`config.mk`:
```
export PLATFORM = sky130hd
export DESIGN_NAME = tagged_pair_stream_parser_core
export DESIGN_NICKNAME = d
export VERILOG_FILES = /design/src/hw/rtl/tpsp_pkg.sv /design/src/hw/rtl/tagged_pair_stream_parser_core.sv
export SDC_FILE = /design/constraint.sdc
export NUM_CORES = 1
export LEC_CHECK = 0
export ABC_CLOCK_PERIOD_IN_PS = 9200
export BUFFER_PORTS_ARGS = -buffer_cell sky130_fd_sc_hd__buf_2
export CAP_MARGIN = 30
export CORE_ASPECT_RATIO = 1.1
export CORE_MARGIN = 2
export CORE_UTILIZATION = 35
export DETAILED_ROUTE_END_ITERATION = 10
export HOLD_SLACK_MARGIN = 0.1
export PLACE_DENSITY = 0.66
export SLEW_MARGIN = 20
export SYNTH_ARGS = -nofsm -noshare
export SYNTH_HDL_FRONTEND = slang
export SYNTH_SLANG_ARGS = --single-unit
export TNS_END_PERCENT = 100
```
`constraint.sdc`:
```
create_clock -name clk -period 9.2 [get_ports clk]
set_input_delay 0.92 -clock clk [delete_from_list [all_inputs] [get_ports clk]]
set_output_delay 0.92 -clock clk [all_outputs]
set_load 0.02 [all_outputs]
```
`src/hw/rtl/tpsp_pkg.sv`:
```
// Shared types, constants and helper functions of the tagged pair stream parser.
package tpsp_pkg;

  localparam int BYTE_W    = 8;
  localparam int DATA_W    = 64;
  localparam int KIND_W    = 2;
  localparam int RKIND_W   = 3;
  localparam int CNT_W     = 4;
  localparam int CFG_IDX_W = 3;
  localparam int OUT_DATA_W = 136;

  typedef enum logic [2:0] {
    PH_MAGIC     = 3'd0,
    PH_VERSION   = 3'd1,
    PH_KEY_TAG   = 3'd2,
    PH_KEY_BYTES = 3'd3,
    PH_VAL_TAG   = 3'd4,
    PH_VAL_BYTES = 3'd5,
    PH_ERROR     = 3'd6
  } phase_t;

  typedef enum logic [RKIND_W-1:0] {
    RK_PAIR        = 3'd0,
    RK_END         = 3'd1,
    RK_BAD_MAGIC   = 3'd2,
    RK_BAD_VERSION = 3'd3,
    RK_BAD_TAG     = 3'd4,
    RK_TRUNCATED   = 3'd5
  } result_kind_t;

  typedef enum logic [CFG_IDX_W-1:0] {
    CFG_CODE_U8  = 3'd0,
    CFG_CODE_U16 = 3'd1,
    CFG_CODE_U32 = 3'd2,
    CFG_CODE_U64 = 3'd3,
    CFG_VERSION  = 3'd4
  } cfg_index_t;

  // Header magic, first byte first: 'K', 'V', 'S', NUL.
  function automatic logic [BYTE_W-1:0] magic_byte(input logic [1:0] idx);
    logic [BYTE_W-1:0] b;
    unique case (idx)
      2'd0:    b = 8'h4B;
      2'd1:    b = 8'h56;
      2'd2:    b = 8'h53;
      default: b = 8'h00;
    endcase
    return b;
  endfunction

  // Number of data bytes behind a tag of the given width code.
  function automatic logic [CNT_W-1:0] kind_len(input logic [KIND_W-1:0] kind);
    return CNT_W'(1) << kind;
  endfunction

endpackage

```
`src/hw/rtl/tagged_pair_stream_parser_core.sv`:
```
// Top level of the tagged pair stream parser: header check, pair assembly, result register.
//
//  channel | direction | handshake         | payload
//  --------+-----------+-------------------+------------------------------------------
//  in_     | in        | tvalid / tready   | tdata: stream byte, tlast: end of stream
//  out_    | out       | tvalid / tready   | tuser: result kind, tdata: key and value
//  cfg_    | in        | valid / ready     | index (3 bits), data (8 bits); always ready
//
// One item per cycle while the output does not stall: an accepted item sits in the input register,
// its parse step runs between that register and the result register.
// An item that gives a result passes the input register and then the result register, which drives out_tvalid.
// A held result stalls the parse step only while out_tready is low; in_tready then
// drops once the input register is full.
// rst_n is synchronous; it clears the parse state and reloads the reset tag codes.
module tagged_pair_stream_parser_core (
  input  logic                                clk,
  input  logic                                rst_n,
  input  logic                                in_tvalid,
  output logic                                in_tready,
  input  logic [tpsp_pkg::BYTE_W-1:0]         in_tdata,   // [7:0] in_byte
  input  logic                                in_tlast,   // op: end of stream
  output logic                                out_tvalid,
  input  logic                                out_tready,
  // [1:0] key_kind, [65:2] key_data, [67:66] value_kind, [131:68] value_data,
  // [135:132] zero
  output logic [tpsp_pkg::OUT_DATA_W-1:0]     out_tdata,
  output logic [tpsp_pkg::RKIND_W-1:0]        out_tuser,  // [2:0] result_kind
  input  logic                                cfg_valid,
  output logic                                cfg_ready,
  input  logic [tpsp_pkg::CFG_IDX_W-1:0]      cfg_index,
  input  logic [tpsp_pkg::BYTE_W-1:0]         cfg_data
);

  // Configuration registers.
  logic [tpsp_pkg::BYTE_W-1:0] code_u8_r, code_u16_r, code_u32_r, code_u64_r, version_r;

  // Input register.
  logic                        s1_valid_r;
  logic                        s1_last_r;
  logic [tpsp_pkg::BYTE_W-1:0] s1_byte_r;
  logic                        s1_go;

  // Parse state.
  tpsp_pkg::phase_t              phase_r, phase_nxt;
  logic [tpsp_pkg::CNT_W-1:0]    cnt_r, cnt_nxt;
  logic [tpsp_pkg::KIND_W-1:0]   key_kind_r, key_kind_nxt;
  logic [tpsp_pkg::DATA_W-1:0]   key_r, key_nxt;
  logic [tpsp_pkg::KIND_W-1:0]   val_kind_r, val_kind_nxt;
  logic [tpsp_pkg::DATA_W-1:0]   val_r, val_nxt;

  // Result register.
  logic                          out_valid_r, out_valid_nxt;
  tpsp_pkg::result_kind_t        out_kind_r, emit_kind;
  logic [tpsp_pkg::KIND_W-1:0]   out_key_kind_r, out_val_kind_r;
  logic [tpsp_pkg::DATA_W-1:0]   out_key_r, out_val_r, emit_val;
  logic                          emit;

  logic                          tag_known;
  logic [tpsp_pkg::KIND_W-1:0]   tag_kind;
  logic [tpsp_pkg::CNT_W-1:0]    cnt_inc;

  assign cfg_ready = 1'b1;
  assign s1_go     = s1_valid_r && (!out_valid_r || out_tready);
  assign in_tready = !s1_valid_r || s1_go;

  always_ff @(posedge clk) begin
    if (!rst_n) begin
      code_u8_r  <= 8'd0;
      code_u16_r <= 8'd1;
      code_u32_r <= 8'd2;
      code_u64_r <= 8'd3;
      version_r  <= 8'd1;
    end else if (cfg_valid && cfg_ready) begin
      unique case (cfg_index)
        tpsp_pkg::CFG_CODE_U8:  code_u8_r  <= cfg_data;
        tpsp_pkg::CFG_CODE_U16: code_u16_r <= cfg_data;
        tpsp_pkg::CFG_CODE_U32: code_u32_r <= cfg_data;
        tpsp_pkg::CFG_CODE_U64: code_u64_r <= cfg_data;
        tpsp_pkg::CFG_VERSION:  version_r  <= cfg_data;
        default: ;
      endcase
    end
  end

  always_ff @(posedge clk) begin
    if (!rst_n) begin
      s1_valid_r <= 1'b0;
    end else if (in_tready) begin
      s1_valid_r <= in_tvalid;
    end
  end

  always_ff @(posedge clk) begin
    if (in_tready && in_tvalid) begin
      s1_last_r <= in_tlast;
      s1_byte_r <= in_tdata;
    end
  end

  // Shared tag codes resolve to the narrowest kind.
  always_comb begin
    tag_known = 1'b1;
    tag_kind  = 2'd0;
    priority if (s1_byte_r == code_u8_r)  tag_kind = 2'd0;
    else if (s1_byte_r == code_u16_r)     tag_kind = 2'd1;
    else if (s1_byte_r == code_u32_r)     tag_kind = 2'd2;
    else if (s1_byte_r == code_u64_r)     tag_kind = 2'd3;
    else                                  tag_known = 1'b0;
  end

  assign cnt_inc = cnt_r + tpsp_pkg::CNT_W'(1);

  always_comb begin
    phase_nxt    = phase_r;
    cnt_nxt      = cnt_r;
    key_kind_nxt = key_kind_r;
    key_nxt      = key_r;
    val_kind_nxt = val_kind_r;
    val_nxt      = val_r;
    emit         = 1'b0;
    emit_kind    = tpsp_pkg::RK_PAIR;
    emit_val     = '0;
    if (s1_go) begin
      if (s1_last_r) begin
        phase_nxt    = tpsp_pkg::PH_MAGIC;
        cnt_nxt      = '0;
        key_kind_nxt = '0;
        key_nxt      = '0;
        val_kind_nxt = '0;
        val_nxt      = '0;
        unique case (phase_r)
          tpsp_pkg::PH_KEY_TAG: begin
            emit      = 1'b1;
            emit_kind = tpsp_pkg::RK_END;
          end
          tpsp_pkg::PH_MAGIC, tpsp_pkg::PH_VERSION, tpsp_pkg::PH_KEY_BYTES,
          tpsp_pkg::PH_VAL_TAG, tpsp_pkg::PH_VAL_BYTES: begin
            emit      = 1'b1;
            emit_kind = tpsp_pkg::RK_TRUNCATED;
          end
          default: ;
        endcase
      end else begin
        unique case (phase_r)
          tpsp_pkg::PH_MAGIC: begin
            if (s1_byte_r != tpsp_pkg::magic_byte(cnt_r[1:0])) begin
              phase_nxt = tpsp_pkg::PH_ERROR;
              emit      = 1'b1;
              emit_kind = tpsp_pkg::RK_BAD_MAGIC;
            end else if (cnt_inc >= tpsp_pkg::CNT_W'(4)) begin
              cnt_nxt   = '0;
              phase_nxt = tpsp_pkg::PH_VERSION;
            end else begin
              cnt_nxt = cnt_inc;
            end
          end
          tpsp_pkg::PH_VERSION: begin
            if (s1_byte_r != version_r) begin
              phase_nxt = tpsp_pkg::PH_ERROR;
              emit      = 1'b1;
              emit_kind = tpsp_pkg::RK_BAD_VERSION;
            end else begin
              phase_nxt = tpsp_pkg::PH_KEY_TAG;
            end
          end
          tpsp_pkg::PH_KEY_TAG, tpsp_pkg::PH_VAL_TAG: begin
            if (!tag_known) begin
              phase_nxt = tpsp_pkg::PH_ERROR;
              emit      = 1'b1;
              emit_kind = tpsp_pkg::RK_BAD_TAG;
            end else begin
              cnt_nxt = '0;
              if (phase_r == tpsp_pkg::PH_KEY_TAG) begin
                key_kind_nxt = tag_kind;
                key_nxt      = '0;
                phase_nxt    = tpsp_pkg::PH_KEY_BYTES;
              end else begin
                val_kind_nxt = tag_kind;
                val_nxt      = '0;
                phase_nxt    = tpsp_pkg::PH_VAL_BYTES;
              end
            end
          end
          tpsp_pkg::PH_KEY_BYTES: begin
            key_nxt = {key_r[tpsp_pkg::DATA_W-tpsp_pkg::BYTE_W-1:0], s1_byte_r};
            if (cnt_inc >= tpsp_pkg::kind_len(key_kind_r)) begin
              cnt_nxt   = '0;
              phase_nxt = tpsp_pkg::PH_VAL_TAG;
            end else begin
              cnt_nxt = cnt_inc;
            end
          end
          tpsp_pkg::PH_VAL_BYTES: begin
            emit_val = {val_r[tpsp_pkg::DATA_W-tpsp_pkg::BYTE_W-1:0], s1_byte_r};
            if (cnt_inc >= tpsp_pkg::kind_len(val_kind_r)) begin
              emit         = 1'b1;
              emit_kind    = tpsp_pkg::RK_PAIR;
              cnt_nxt      = '0;
              key_nxt      = '0;
              val_nxt      = '0;
              key_kind_nxt = '0;
              val_kind_nxt = '0;
              phase_nxt    = tpsp_pkg::PH_KEY_TAG;
            end else begin
              val_nxt = emit_val;
              cnt_nxt = cnt_inc;
            end
          end
          default: ;
        endcase
      end
    end
  end

  always_ff @(posedge clk) begin
    if (!rst_n) begin
      phase_r    <= tpsp_pkg::PH_MAGIC;
      cnt_r      <= '0;
      key_kind_r <= '0;
      key_r      <= '0;
      val_kind_r <= '0;
      val_r      <= '0;
    end else begin
      phase_r    <= phase_nxt;
      cnt_r      <= cnt_nxt;
      key_kind_r <= key_kind_nxt;
      key_r      <= key_nxt;
      val_kind_r <= val_kind_nxt;
      val_r      <= val_nxt;
    end
  end

  always_comb begin
    out_valid_nxt = out_valid_r;
    if (s1_go && emit) begin
      out_valid_nxt = 1'b1;
    end else if (out_tready) begin
      out_valid_nxt = 1'b0;
    end
  end

  always_ff @(posedge clk) begin
    if (!rst_n) begin
      out_valid_r <= 1'b0;
    end else begin
      out_valid_r <= out_valid_nxt;
    end
  end

  // Only pair results carry key and value; every other kind shows zeros.
  always_ff @(posedge clk) begin
    if (s1_go && emit) begin
      out_kind_r <= emit_kind;
      if (emit_kind == tpsp_pkg::RK_PAIR) begin
        out_key_kind_r <= key_kind_r;
        out_key_r      <= key_r;
        out_val_kind_r <= val_kind_r;
        out_val_r      <= emit_val;
      end else begin
        out_key_kind_r <= '0;
        out_key_r      <= '0;
        out_val_kind_r <= '0;
        out_val_r      <= '0;
      end
    end
  end

  assign out_tvalid = out_valid_r;
  assign out_tuser  = out_kind_r;
  assign out_tdata  = {4'd0, out_val_r, out_val_kind_r, out_key_r, out_key_kind_r};

  a_nonpair_zero: assert property (@(posedge clk) disable iff (!rst_n)
    (out_tvalid && out_tuser != tpsp_pkg::RK_PAIR) |-> (out_tdata == '0))
    else $error("non-pair result carries key or value bits");

  a_end_resets: assert property (@(posedge clk) disable iff (!rst_n)
    (s1_go && s1_last_r) |=> (phase_r == tpsp_pkg::PH_MAGIC && cnt_r == '0))
    else $error("end of stream did not return the parser to the header");

  a_count_range: assert property (@(posedge clk) disable iff (!rst_n)
    (cnt_r <= tpsp_pkg::CNT_W'(8)))
    else $error("byte count beyond the widest item");

  a_result_loaded: assert property (@(posedge clk) disable iff (!rst_n)
    (s1_go && emit) |=> out_tvalid)
    else $error("result found but not presented");

endmodule

```
==> impl_metrics.toml, run 1 <==
[routing]
first_pass_iters = 5
drt_iter0_drc = 594
ant_nets = 0
vias = 8050
routed_wl_um = 26600
avgRoutedWirePerCell_um = 15.8
viasPerCell = 4.78
drc = 0

[cts]
clock_tree.root_cell = "clkbuf_16"
cts_hold_buf = 0
cts-htree-levels = 2
cts_resized = 0
clk_path_buf_depth = 3
cts.sinks = 317
cts_tree = "built"
post_cts_buffers = 0
clk_latency_ns = 0.50
clk_pin_slew_ns = 0.06
numCtsBuffers = 34

[timing]
setup_viol = 0
finalCriticalPeriod_ns = 3.73
finClkSkew_ns = 0.0105
period_share_pct = 40.6
finalHoldViolCount = 0
rsz0062_at_grt = "false"
maxSlewViolCount = 0
clock.fmax_mhz = 268
timing.hold.ws_ns = 0.468
worst_pin_slew_ns = 0.754
relSlewSlack_pct = 49.1
tns_ns = 0

[place]
gp_congestion = 0.822
io_buffers = 161
hpwl_um = 17500

[global_routing]
use_met2_pct = 22.9
antenna_found_initial = 0
use_met3_pct = 2.32
grtUsageMet1_pct = 19.1
grt_pass1_wl_um = 42100
grt_busiest_layer = "met2"
grt_max_degree = 79
grt_usage_pct = 14.1
grt_overflow = 0
grt_pass1_vias = 7878

[die]
coreArea_um2 = 35200
start_util_pct = 35.5
rows = 72
die_h_um = 202
ios = 167
dieArea_um2 = 37300
die_width_um = 184

[pwr]
peakVddDrop_mv = 0.145
p_leak_nw = 5.41
power_density_nw_per_um2 = 205

[setup_path]
path_class = "reg2reg"
max_stage_delay_ns = 0.59
cp_max_fo = 50
crit_arrival_ns = 3.86
path_cells = "inv_1 -> ha_1 -> ha_1 -> a21oi_1 -> o2111ai_1 -> and3_1 -> nand2_1 -> a31oi_4 -> buf_4 -> buf_4"
start_kind = "flip-flop"
critical_path.top_delay_family = "buffers and inverters"
crit_buf_inv = 3
crit_required_ns = 9.33
crit_path_end_kind = "flip-flop"
cp_slowest_cell = "buf_4"

[job]
max_cap_violations = 0

[cells_and_area]
post-route-util_pct = 41.7
nets = 1211
fill_cells = 3349
syn2layout_area_growth_pct = 17.5
layout_common_cells = "dfxtp_1 (173), buf_2 (161), edfxtp_1 (144)"
drive_gt1_share_pct = 19.7
n_antenna_cell = 0
layout_commonest_cell = "dfxtp_1"

[logic_synthesis]
ys_seq_area_share_pct = 62.3
synth_cell_types = 58
postSynth.asyncResetShare_pct = 0
ys.flop_type = "dfxtp_1"
synth_edf_count = 144
synth.avg_cell_area_um2 = 12.0
synth_seq_cells = 317
netlist_area_um2 = 12500
ys_warn_count = 0
netlist_instances = 1042

[min_path]
hp-class = "reg2reg"

[outcome]
status = "finished clean"
-- flip-flops by register name, summed over array words and instances (netlist names), 56 cells and up --
signal / cells
out_key_r: 64
val_r: 56
key_r: 64
out_val_r: 64
-- Yosys cell counts (all sizes together), types with 2 or more instances --
master / n / area, µm²
nor2: 17 / 63.8
nand2b: 8 / 50.1
buf: 40 / 304
clkbuf: 34 / 133
nor3b: 2 / 15.0
xnor2: 9 / 78.8
inv: 5 / 18.8
nand4: 2 / 12.5
xor2: 37 / 324
o2111ai: 2 / 23.8
mux2i: 3 / 30.0
a22o: 64 / 561
nand3: 17 / 85.1
a21oi: 8 / 40.0
a22oi: 56 / 420
nor2b: 65 / 407
dfxtp: 173 / 3460
o21ai: 12 / 60.1
a21boi: 35 / 263
ha: 8 / 100
and3: 6 / 37.5
nor3: 5 / 41.3
nor4: 12 / 81.3
a31o: 3 / 26.3
and2: 138 / 863
a31oi: 3 / 33.8
o31ai: 3 / 27.5
nand3b: 3 / 22.5
or2: 3 / 18.8
edfxtp: 144 / 4320
a211oi: 5 / 37.5
nand2: 100 / 380
and3b: 2 / 17.5
a221oi: 2 / 17.5
o21a: 3 / 22.5
conb: 2 / 7.51
-- path summary, 6_finish.rpt --
path	start	to	slack [ns]	cells past startpoint
hold reg to reg	key_r[62]	key_r[62]	0.47	1
hold / removal	key_r[62]	key_r[62]	0.47	1
setup / recovery	cnt_r[0]	out_key_r[5]	5.47	10
setup reg to reg	cnt_r[0]	out_key_r[5]	5.47	10
-- stage by stage --
stage | setup WS, ns | power, mW | instances | cell area, µm²
final | 5.47 | 3.01 | 1684 | 14700
after global routing | 5.21 | 3.12 | 1684 | 14700
after CTS | 5.43 | 3.05 | 1684 | 14700
after detailed placement | 5.44 | 1.73 | 1623 | 13600
after global placement | 5.51 | 1.73 | 1623 | 13600
after floorplan | 2.80 | 1.68 | 1045 | 12500
-- metal layers --
layer	vias to the layer above	wire length [µm]
met2	218	12700
li1	3960	-
met4	0	576
met5	-	0
met3	39	1250
met1	3833	12100
-- cell families after synthesis --
| kind of cell | synth area share (%) |
|---|---|
| and+or+nand+nor | 17.0 |
| DFF | 62.3 |
| AOI/OAI and AO/OA | 12.8 |
| buffers and inverters | 3.64 |
| xor gates and xnor gates | 3.22 |
| adders and majority gates | 0.800 |
| muxes | 0.240 |
| other | 0.0600 |
-- final cells by class --
cell class              instances  area (µm²)  area share (%)
repair buffers                171         881            6.00
clock inverters                14         100           0.681
flip-flops and latches        317        7790            53.0
clock buffers                  47         983            6.69
well taps                     481         602            4.10
multi-input cells             649        4320            29.4
inverters                       5        18.8           0.128
-- power by group --
group / internal, mW / switching, mW
registers: 1.51 / 0.0238
logic: 0.0481 / 0.116
clock network: 0.778 / 0.535
Power figures use the tool's default switching activity.
==> inputs of run 2 (changes only) <==
--- a/config.mk
+++ b/config.mk
@@ -5,7 +5,8 @@
 export SDC_FILE = /design/constraint.sdc
 export NUM_CORES = 1
 export LEC_CHECK = 0
-export ABC_CLOCK_PERIOD_IN_PS = 9200
+export ABC_AREA = 1
+export ABC_CLOCK_PERIOD_IN_PS = 3750
 export BUFFER_PORTS_ARGS = -buffer_cell sky130_fd_sc_hd__buf_2
 export CAP_MARGIN = 30
 export CORE_ASPECT_RATIO = 1.1
@@ -13,7 +14,7 @@
 export CORE_UTILIZATION = 35
 export DETAILED_ROUTE_END_ITERATION = 10
 export HOLD_SLACK_MARGIN = 0.1
-export PLACE_DENSITY = 0.66
+export PLACE_DENSITY = 0.64
 export SLEW_MARGIN = 20
 export SYNTH_ARGS = -nofsm -noshare
 export SYNTH_HDL_FRONTEND = slang
==> constraint.sdc (replaced) <==
create_clock -name clk -period 3.75 [get_ports clk]
set_input_delay 0.375 -clock clk [delete_from_list [all_inputs] [get_ports clk]]
set_output_delay 0.375 -clock clk [all_outputs]
set_load 0.02 [all_outputs]
==> run 2 against run 1 <==
  * Routed wire length increased by 20%
  * Via count is 29% higher
  * Count of clock-buffer cells in the layout did not move
  * Synthesized area is 9.2% higher
  * Global-route usage is 1.3 points higher
  * Critical endpoint is now out_val_r[45]
  * Combinational power grew to 4.8 times the previous value
  * Largest power group unchanged
  * Clock skew increased by 0.0095 ns
  * Worst setup slack lost 4.6 ns
==> impl_metrics.toml, run 2 <==
[outcome]
status = "finished clean"

[die]
ios = 167
start_util_pct = 35.7
dieArea_um2 = 40600
die_h_um = 211
rows = 75
coreArea_um2 = 38300
die_width_um = 192

[min_path]
whs_path_depth = 3
hold_path_end = "code_u64_r[2]"
hp-class = "in2reg"
min-delay-start = "cfg_data[2]"

[cells_and_area]
layout_commonest_cell = "nor2_1"
syn2layout_area_growth_pct = 16.3
layout_common_cells = "nor2_1 (392), nand2_1 (259), dfxtp_1 (171)"
largestRegisters = "key_r (64), out_key_r (64), out_val_r (64)"
nets = 1766
n_antenna_cell = 0
drive_gt1_share_pct = 16.7
finalInstanceArea_um2 = 15900

[routing]
routed_wl_um = 32100
avgRoutedWirePerCell_um = 14.2
drt_iter0_drc = 766
drc = 0
viasPerCell = 4.61
vias = 10406
first_pass_iters = 5
ant_nets = 0

[setup_path]
r2r-end = "out_val_r[45]"
cp_max_fo = 135
crit_required_ns = 3.93
crit_path_end_kind = "flip-flop"
reg2reg_depth = 13
r2r-start = "s1_byte_r[1]"
start_kind = "flip-flop"
reg2reg_slack_ns = 0.83
path_class = "reg2reg"
crit_arrival_ns = 3.10

[cts]
post_cts_buffers = 0
clk_path_buf_depth = 3
cts_tree = "built"
numCtsBuffers = 31
clk_pin_slew_ns = 0.07
clock_tree.root_cell = "clkbuf_16"
cts-htree-levels = 1
cts.sinks = 317
clk_latency_ns = 0.57

[place]
gp_congestion = 0.909
io_buffers = 161
post-place-ws_ns = 0.923
place_area_um2 = 14800
hpwl_um = 20900

[global_routing]
antenna_found_initial = 0
grt_max_degree = 136
grt_usage_pct = 15.4
grt_pass1_vias = 9667
grt_pass1_wl_um = 50300
grt_overflow = 0

[timing]
finClkSkew_ns = 0.0199
rsz0062_at_grt = "false"
clock.fmax_mhz = 342
finalCriticalPeriod_ns = 2.92
finalHoldViolCount = 0
period_share_pct = 77.9
setup_ws_ns = 0.828
relSlewSlack_pct = 44.1
setup_viol = 0
maxSlewViolCount = 0
worst_pin_slew_ns = 0.832

[pwr]
power_density_nw_per_um2 = 483
pwr-share-comb_pct = 10.2
p_int_mw = 5.76
peakVddDrop_mv = 0.314
p_switching_mw = 1.91
p_clk_share_pct = 39.9
p_leak_nw = 6.40
switching_share_pct = 24.9
seqPwrFrac_pct = 49.9

[logic_synthesis]
ys.flop_type = "dfxtp_1"
synth_edf_count = 144
synth.avg_cell_area_um2 = 8.53
netlist_instances = 1600
synth_top_area_share_pct = 31.7
synth_seq_cells = 317
netlist_area_um2 = 13700
yosysMostFrequentCell = "nor2_1"
ys_seq_area_share_pct = 57.0
ys_warn_count = 0
synth.area.top_cells = "edfxtp_1 (32%), dfxtp_1 (25%), nor2_1 (11%)"
synth_cell_types = 35
synth_top_cell_by_area = "edfxtp_1"
synthTopCellsByCount = "nor2_1 (393), nand2_1 (262), dfxtp_1 (173), inv_1 (170), edfxtp_1 (144)"
postSynth.asyncResetShare_pct = 0

[job]
max_cap_violations = 0
[run 2: cell count changes in the layout (fill, tap and decap cells not counted), sizes merged, moves of 12 or more]
cell / before / now
a21boi: 35 / 1
a22oi: 56 / 0
nor4: 12 / 0
o21ai: 12 / 93
xnor2: 9 / 27
a22o: 64 / 0
nor2b: 65 / 0
and2: 138 / 0
xor2: 37 / 6
nor2: 17 / 419
inv: 7 / 182
a21oi: 8 / 90
nand3: 17 / 78
nand2: 100 / 267
[run 2: cell type report]
type / instances / area (µm²)
clock buffer: 47 / 856
clock inverter: 10 / 125
fill: 3855 / 22400
inverter: 184 / 707
multi-input combinational: 1012 / 4660
sequential: 317 / 7790
tap: 500 / 626
timing repair buffer: 187 / 1110
[run 2: what timing repair did]
item                                   in CTS  in global routing
endpoints found under the hold margin      13                  0
hold buffers                               11                  0
resized for setup                           0                  0
[run 2: routing by layer]
layer,share of wire (%),up-vias,global-route usage [%],wire [µm]
li1,-,5287,-,-
met1,46,4817,20.8,14700
met2,47,248,25.7,15100
met3,4.8,54,1.98,1550
met4,2.4,0,4.34,763
met5,0,-,0,0
[run 2: worst max path at each step]
| stage | endpoint | slack, ns | startpoint | depth (start not counted) |
|---|---|---|---|---|
| after floorplan | out_key_kind_r[0] | -0.12 | cnt_r[0] | 13 |
| after global placement | out_val_r[42] | 0.96 | s1_byte_r[1] | 13 |
| after detailed placement | out_val_r[42] | 0.92 | s1_byte_r[1] | 13 |
| after CTS | out_val_r[52] | 0.90 | s1_byte_r[1] | 13 |
| after global routing | out_val_r[45] | 0.66 | s1_byte_r[1] | 13 |
| final | out_val_r[45] | 0.83 | s1_byte_r[1] | 13 |
[run 2: cells by family (layout without fill, tap and decap cells)]
| kind of cell | Yosys count | in the layout | share of synthesized area (%) |
|---|---|---|---|
| buffers and inverters | 274 | 428 | 9.31 |
| other | 2 | 5 | 0.0550 |
| adders and majority gates | 8 | 8 | 0.733 |
| and+or+nand+nor | 775 | 775 | 23.6 |
| DFF | 317 | 317 | 57.0 |
| AOI/OAI and AO/OA | 191 | 191 | 7.19 |
| xor gates and xnor gates | 33 | 33 | 2.12 |
[run 2: worst max-delay path, cell delays in order (launching register included)]
cell,delay (ns)
edfxtp_1,0.71
inv_2,0.14
nand2_1,0.10
nand2_1,0.05
nand2_1,0.07
nor2_1,0.06
nand2_1,0.13
nand2_2,0.09
nor2_4,0.12
nand2_1,0.11
nand4_1,0.12
nand2_2,0.09
clkinvlp_4,0.09
buf_12,0.50
[run 2: per-stage QoR]
step	total power, mW	utilization (%)	cells	hold slack (ns)	TNS [ns]
3_3_place_gp	4.67	38.5	2187	0.452	0
5_1_grt	7.98	41.5	2257	0.125	0
6_report	7.67	41.5	2257	0.140	0
3_5_place_dp	4.68	38.5	2188	0.456	0
4_1_cts	7.76	41.4	2256	0.104	0
2_1_floorplan	4.49	-	1603	0.444	-15.98
[run 2: power by group through the flow]
| stage | registers (mW) | clock network, mW | logic, mW |
|---|---|---|---|
| 4_1_cts | 3.83 | 3.14 | 0.786 |
| 3_3_place_gp | 3.90 | 0 | 0.764 |
| 5_1_grt | 3.84 | 3.26 | 0.874 |
| 6_report | 3.83 | 3.06 | 0.785 |
| 2_1_floorplan | 3.96 | 0 | 0.527 |
| 3_5_place_dp | 3.91 | 0 | 0.773 |
==> inputs of run 3 (changes only) <==
--- a/config.mk
+++ b/config.mk
@@ -5,8 +5,8 @@
 export SDC_FILE = /design/constraint.sdc
 export NUM_CORES = 1
 export LEC_CHECK = 0
-export ABC_AREA = 1
-export ABC_CLOCK_PERIOD_IN_PS = 3750
+export ABC_AREA = 0
+export ABC_CLOCK_PERIOD_IN_PS = 2600
 export BUFFER_PORTS_ARGS = -buffer_cell sky130_fd_sc_hd__buf_2
 export CAP_MARGIN = 30
 export CORE_ASPECT_RATIO = 1.1
@@ -14,7 +14,7 @@
 export CORE_UTILIZATION = 35
 export DETAILED_ROUTE_END_ITERATION = 10
 export HOLD_SLACK_MARGIN = 0.1
-export PLACE_DENSITY = 0.64
+export PLACE_DENSITY = 0.66
 export SLEW_MARGIN = 20
 export SYNTH_ARGS = -nofsm -noshare
 export SYNTH_HDL_FRONTEND = slang
==> constraint.sdc (replaced) <==
create_clock -name clk -period 2.6 [get_ports clk]
set_input_delay 0.26 -clock clk [delete_from_list [all_inputs] [get_ports clk]]
set_output_delay 0.26 -clock clk [all_outputs]
set_load 0.02 [all_outputs]
==> run 3 against run 2 <==
  * Routed wire length down 5.5%
  * Flip-flop and latch count unchanged
  * Register-to-register slack worse by 0.82 ns
  * Cell count down 21%
  * Via count down 17%
  * Die area down 8.2%
  * Critical endpoint is now out_key_r[7]
  * Highest routed layer unchanged
  * Cell area up 2.5%
  * Combinational power up 11%
  * Total power up 49%
==> impl_metrics.toml, run 3 (same netlist as run 1, synthesis figures left out) <==
[outcome]
status = "finished clean"

[setup_path]
max_stage_delay_ns = 0.46
crit_path_end_kind = "flip-flop"
crit_arrival_ns = 2.96
path_class = "reg2reg"
path_cells = "buf_6 -> xor2_1 -> nor4_1 -> nand2_1 -> o2111ai_4 -> nor3_2 -> o21a_1 -> nor3_4 -> buf_6 -> buf_6 -> buf_12 -> and2_4"
start_kind = "flip-flop"
cp_max_fo = 9
cp_slowest_cell = "edfxtp_1"
cp_common_cell = "buf_6"
crit_required_ns = 2.97

[global_routing]
grt_max_degree = 99
grt_usage_pct = 15.0
grt_pass1_vias = 8280
grt_overflow = 0
antenna_found_initial = 0
grt_pass1_wl_um = 44500

[cts]
cts_tree = "built"
cts-htree-levels = 2
cts.sinks = 317
clk_path_buf_depth = 3
clk_latency_ns = 0.52
numCtsBuffers = 35
clk_pin_slew_ns = 0.06
clock_tree.root_cell = "clkbuf_16"

[timing]
clock.fmax_mhz = 387
setup_viol = 0
timing.hold.ws_ns = 0.172
finalHoldViolCount = 0
period_share_pct = 99.5
rsz0062_at_grt = "true"
relSlewSlack_pct = 42.2
finClkSkew_ns = 0.0233
finalCriticalPeriod_ns = 2.59
worst_pin_slew_ns = 0.866
maxSlewViolCount = 0

[die]
die_h_um = 202
rows = 72
ios = 167
dieArea_um2 = 37300
coreArea_um2 = 35200
die_width_um = 184
start_util_pct = 35.5

[place]
place_area_um2 = 14100
gp_congestion = 0.852
hpwl_um = 18900
io_buffers = 161

[cells_and_area]
syn2layout_area_growth_pct = 30.1
finalInstanceArea_um2 = 16300
largestRegisters = "key_r (64), out_key_r (64), out_val_r (64)"
n_antenna_cell = 0
post-route-util_pct = 46.2
layout_common_cells = "dfxtp_1 (169), buf_2 (161), edfxtp_1 (144)"
drive_gt1_share_pct = 29.5
layout_commonest_cell = "dfxtp_1"
nets = 1310

[job]
max_cap_violations = 0

[pwr]
peakVddDrop_mv = 0.406
p_int_mw = 8.84
switching_share_pct = 22.4
seqPwrFrac_pct = 47.3
power_density_nw_per_um2 = 701
p_switching_mw = 2.56
power_mw = 11.4
p_clk_share_pct = 45.1
pwr-share-comb_pct = 7.6
p_leak_nw = 6.16

[routing]
drt_iter0_drc = 428
routed_wl_um = 30300
avgRoutedWirePerCell_um = 17.0
viasPerCell = 4.85
first_pass_iters = 5
drc = 0
ant_nets = 0
vias = 8649

[min_path]
hp-class = "in2reg"
[run 3: cell types whose count changed in the layout (fill, tap and decap cells not counted), moves of 26 or more]
cell,before,now
nor2_1,392,14
inv_1,166,3
nand2_1,259,98
and2_1,0,117
a21oi_1,87,7
nor2b_1,0,65
a22o_1,0,64
o21ai_1,53,1
buf_4,9,57
a22oi_1,0,45
nand3_1,61,17
a21boi_0,1,35
o21ai_0,39,10
xor2_1,6,32
[run 3: stage by stage]
stage / std cells / setup TNS, ns / setup slack (ns)
final: 1785 / 0 / 0.0130
after floorplan: 1045 / -224.23 / -1.65
after global routing: 1785 / -5.02 / -0.0758
after global placement: 1668 / -5.11 / -0.0668
after detailed placement: 1668 / -4.61 / -0.0803
after CTS: 1765 / 0 / 0.00430
[run 3: timing repair]
item                       4_1_cts  5_1_grt
hold endpoints to repair        46        0
buffers inserted                13        9
pin swaps                        3       15
gates cloned                     2       11
resized for setup                9       65
setup endpoints to repair      158      281
hold buffers                    18        0
[run 3: final cells by class]
cell class,instances,area [µm²]
Clock buffer,49,1020
Clock inverter,15,193
Fill cell,3246,19000
Inverter,5,18.8
Multi-Input combinational cell,649,4600
Sequential cell,317,7790
Tap cell,481,602
Timing Repair Buffer,269,2040
[run 3: critical path: cells and delay by family (launching register included)]
kind | cells | cell delay [ns]
AOI/OAI and AO/OA | 2 | 0.37
and+or+nand+nor | 5 | 0.92
buffers and inverters | 4 | 0.55
DFF | 1 | 0.46
xor gates and xnor gates | 1 | 0.13
[run 3: power groups by stage]
stage	clock network [mW]	registers, mW	logic [mW]
5_1_grt	5.44	5.40	0.927
6_report	5.14	5.39	0.870
2_1_floorplan	0	5.63	0.308
3_3_place_gp	0	5.50	0.679
3_5_place_dp	0	5.50	0.684
4_1_cts	5.25	5.39	0.762
[run 3: routing by layer]
| layer | track usage [%] | vias to the layer above | share of wire, % |
|---|---|---|---|
| met5 | 0 | - | 0 |
| met4 | 4.89 | 0 | 2.3 |
| met2 | 26.3 | 195 | 51 |
| met3 | 2.23 | 40 | 3.5 |
| met1 | 19.0 | 4240 | 44 |
| li1 | - | 4174 | - |
[run 3: final timing paths]
check / from / endpoint / slack, ns / cells past startpoint
worst max-delay path: s1_byte_r[2] / out_key_r[7] / 0.01 / 12
worst min register to register: key_r[63] / key_r[63] / 0.47 / 1
worst max register to register: s1_byte_r[2] / out_key_r[7] / 0.01 / 12
worst min-delay path: rst_n / val_kind_r[0] / 0.17 / 3
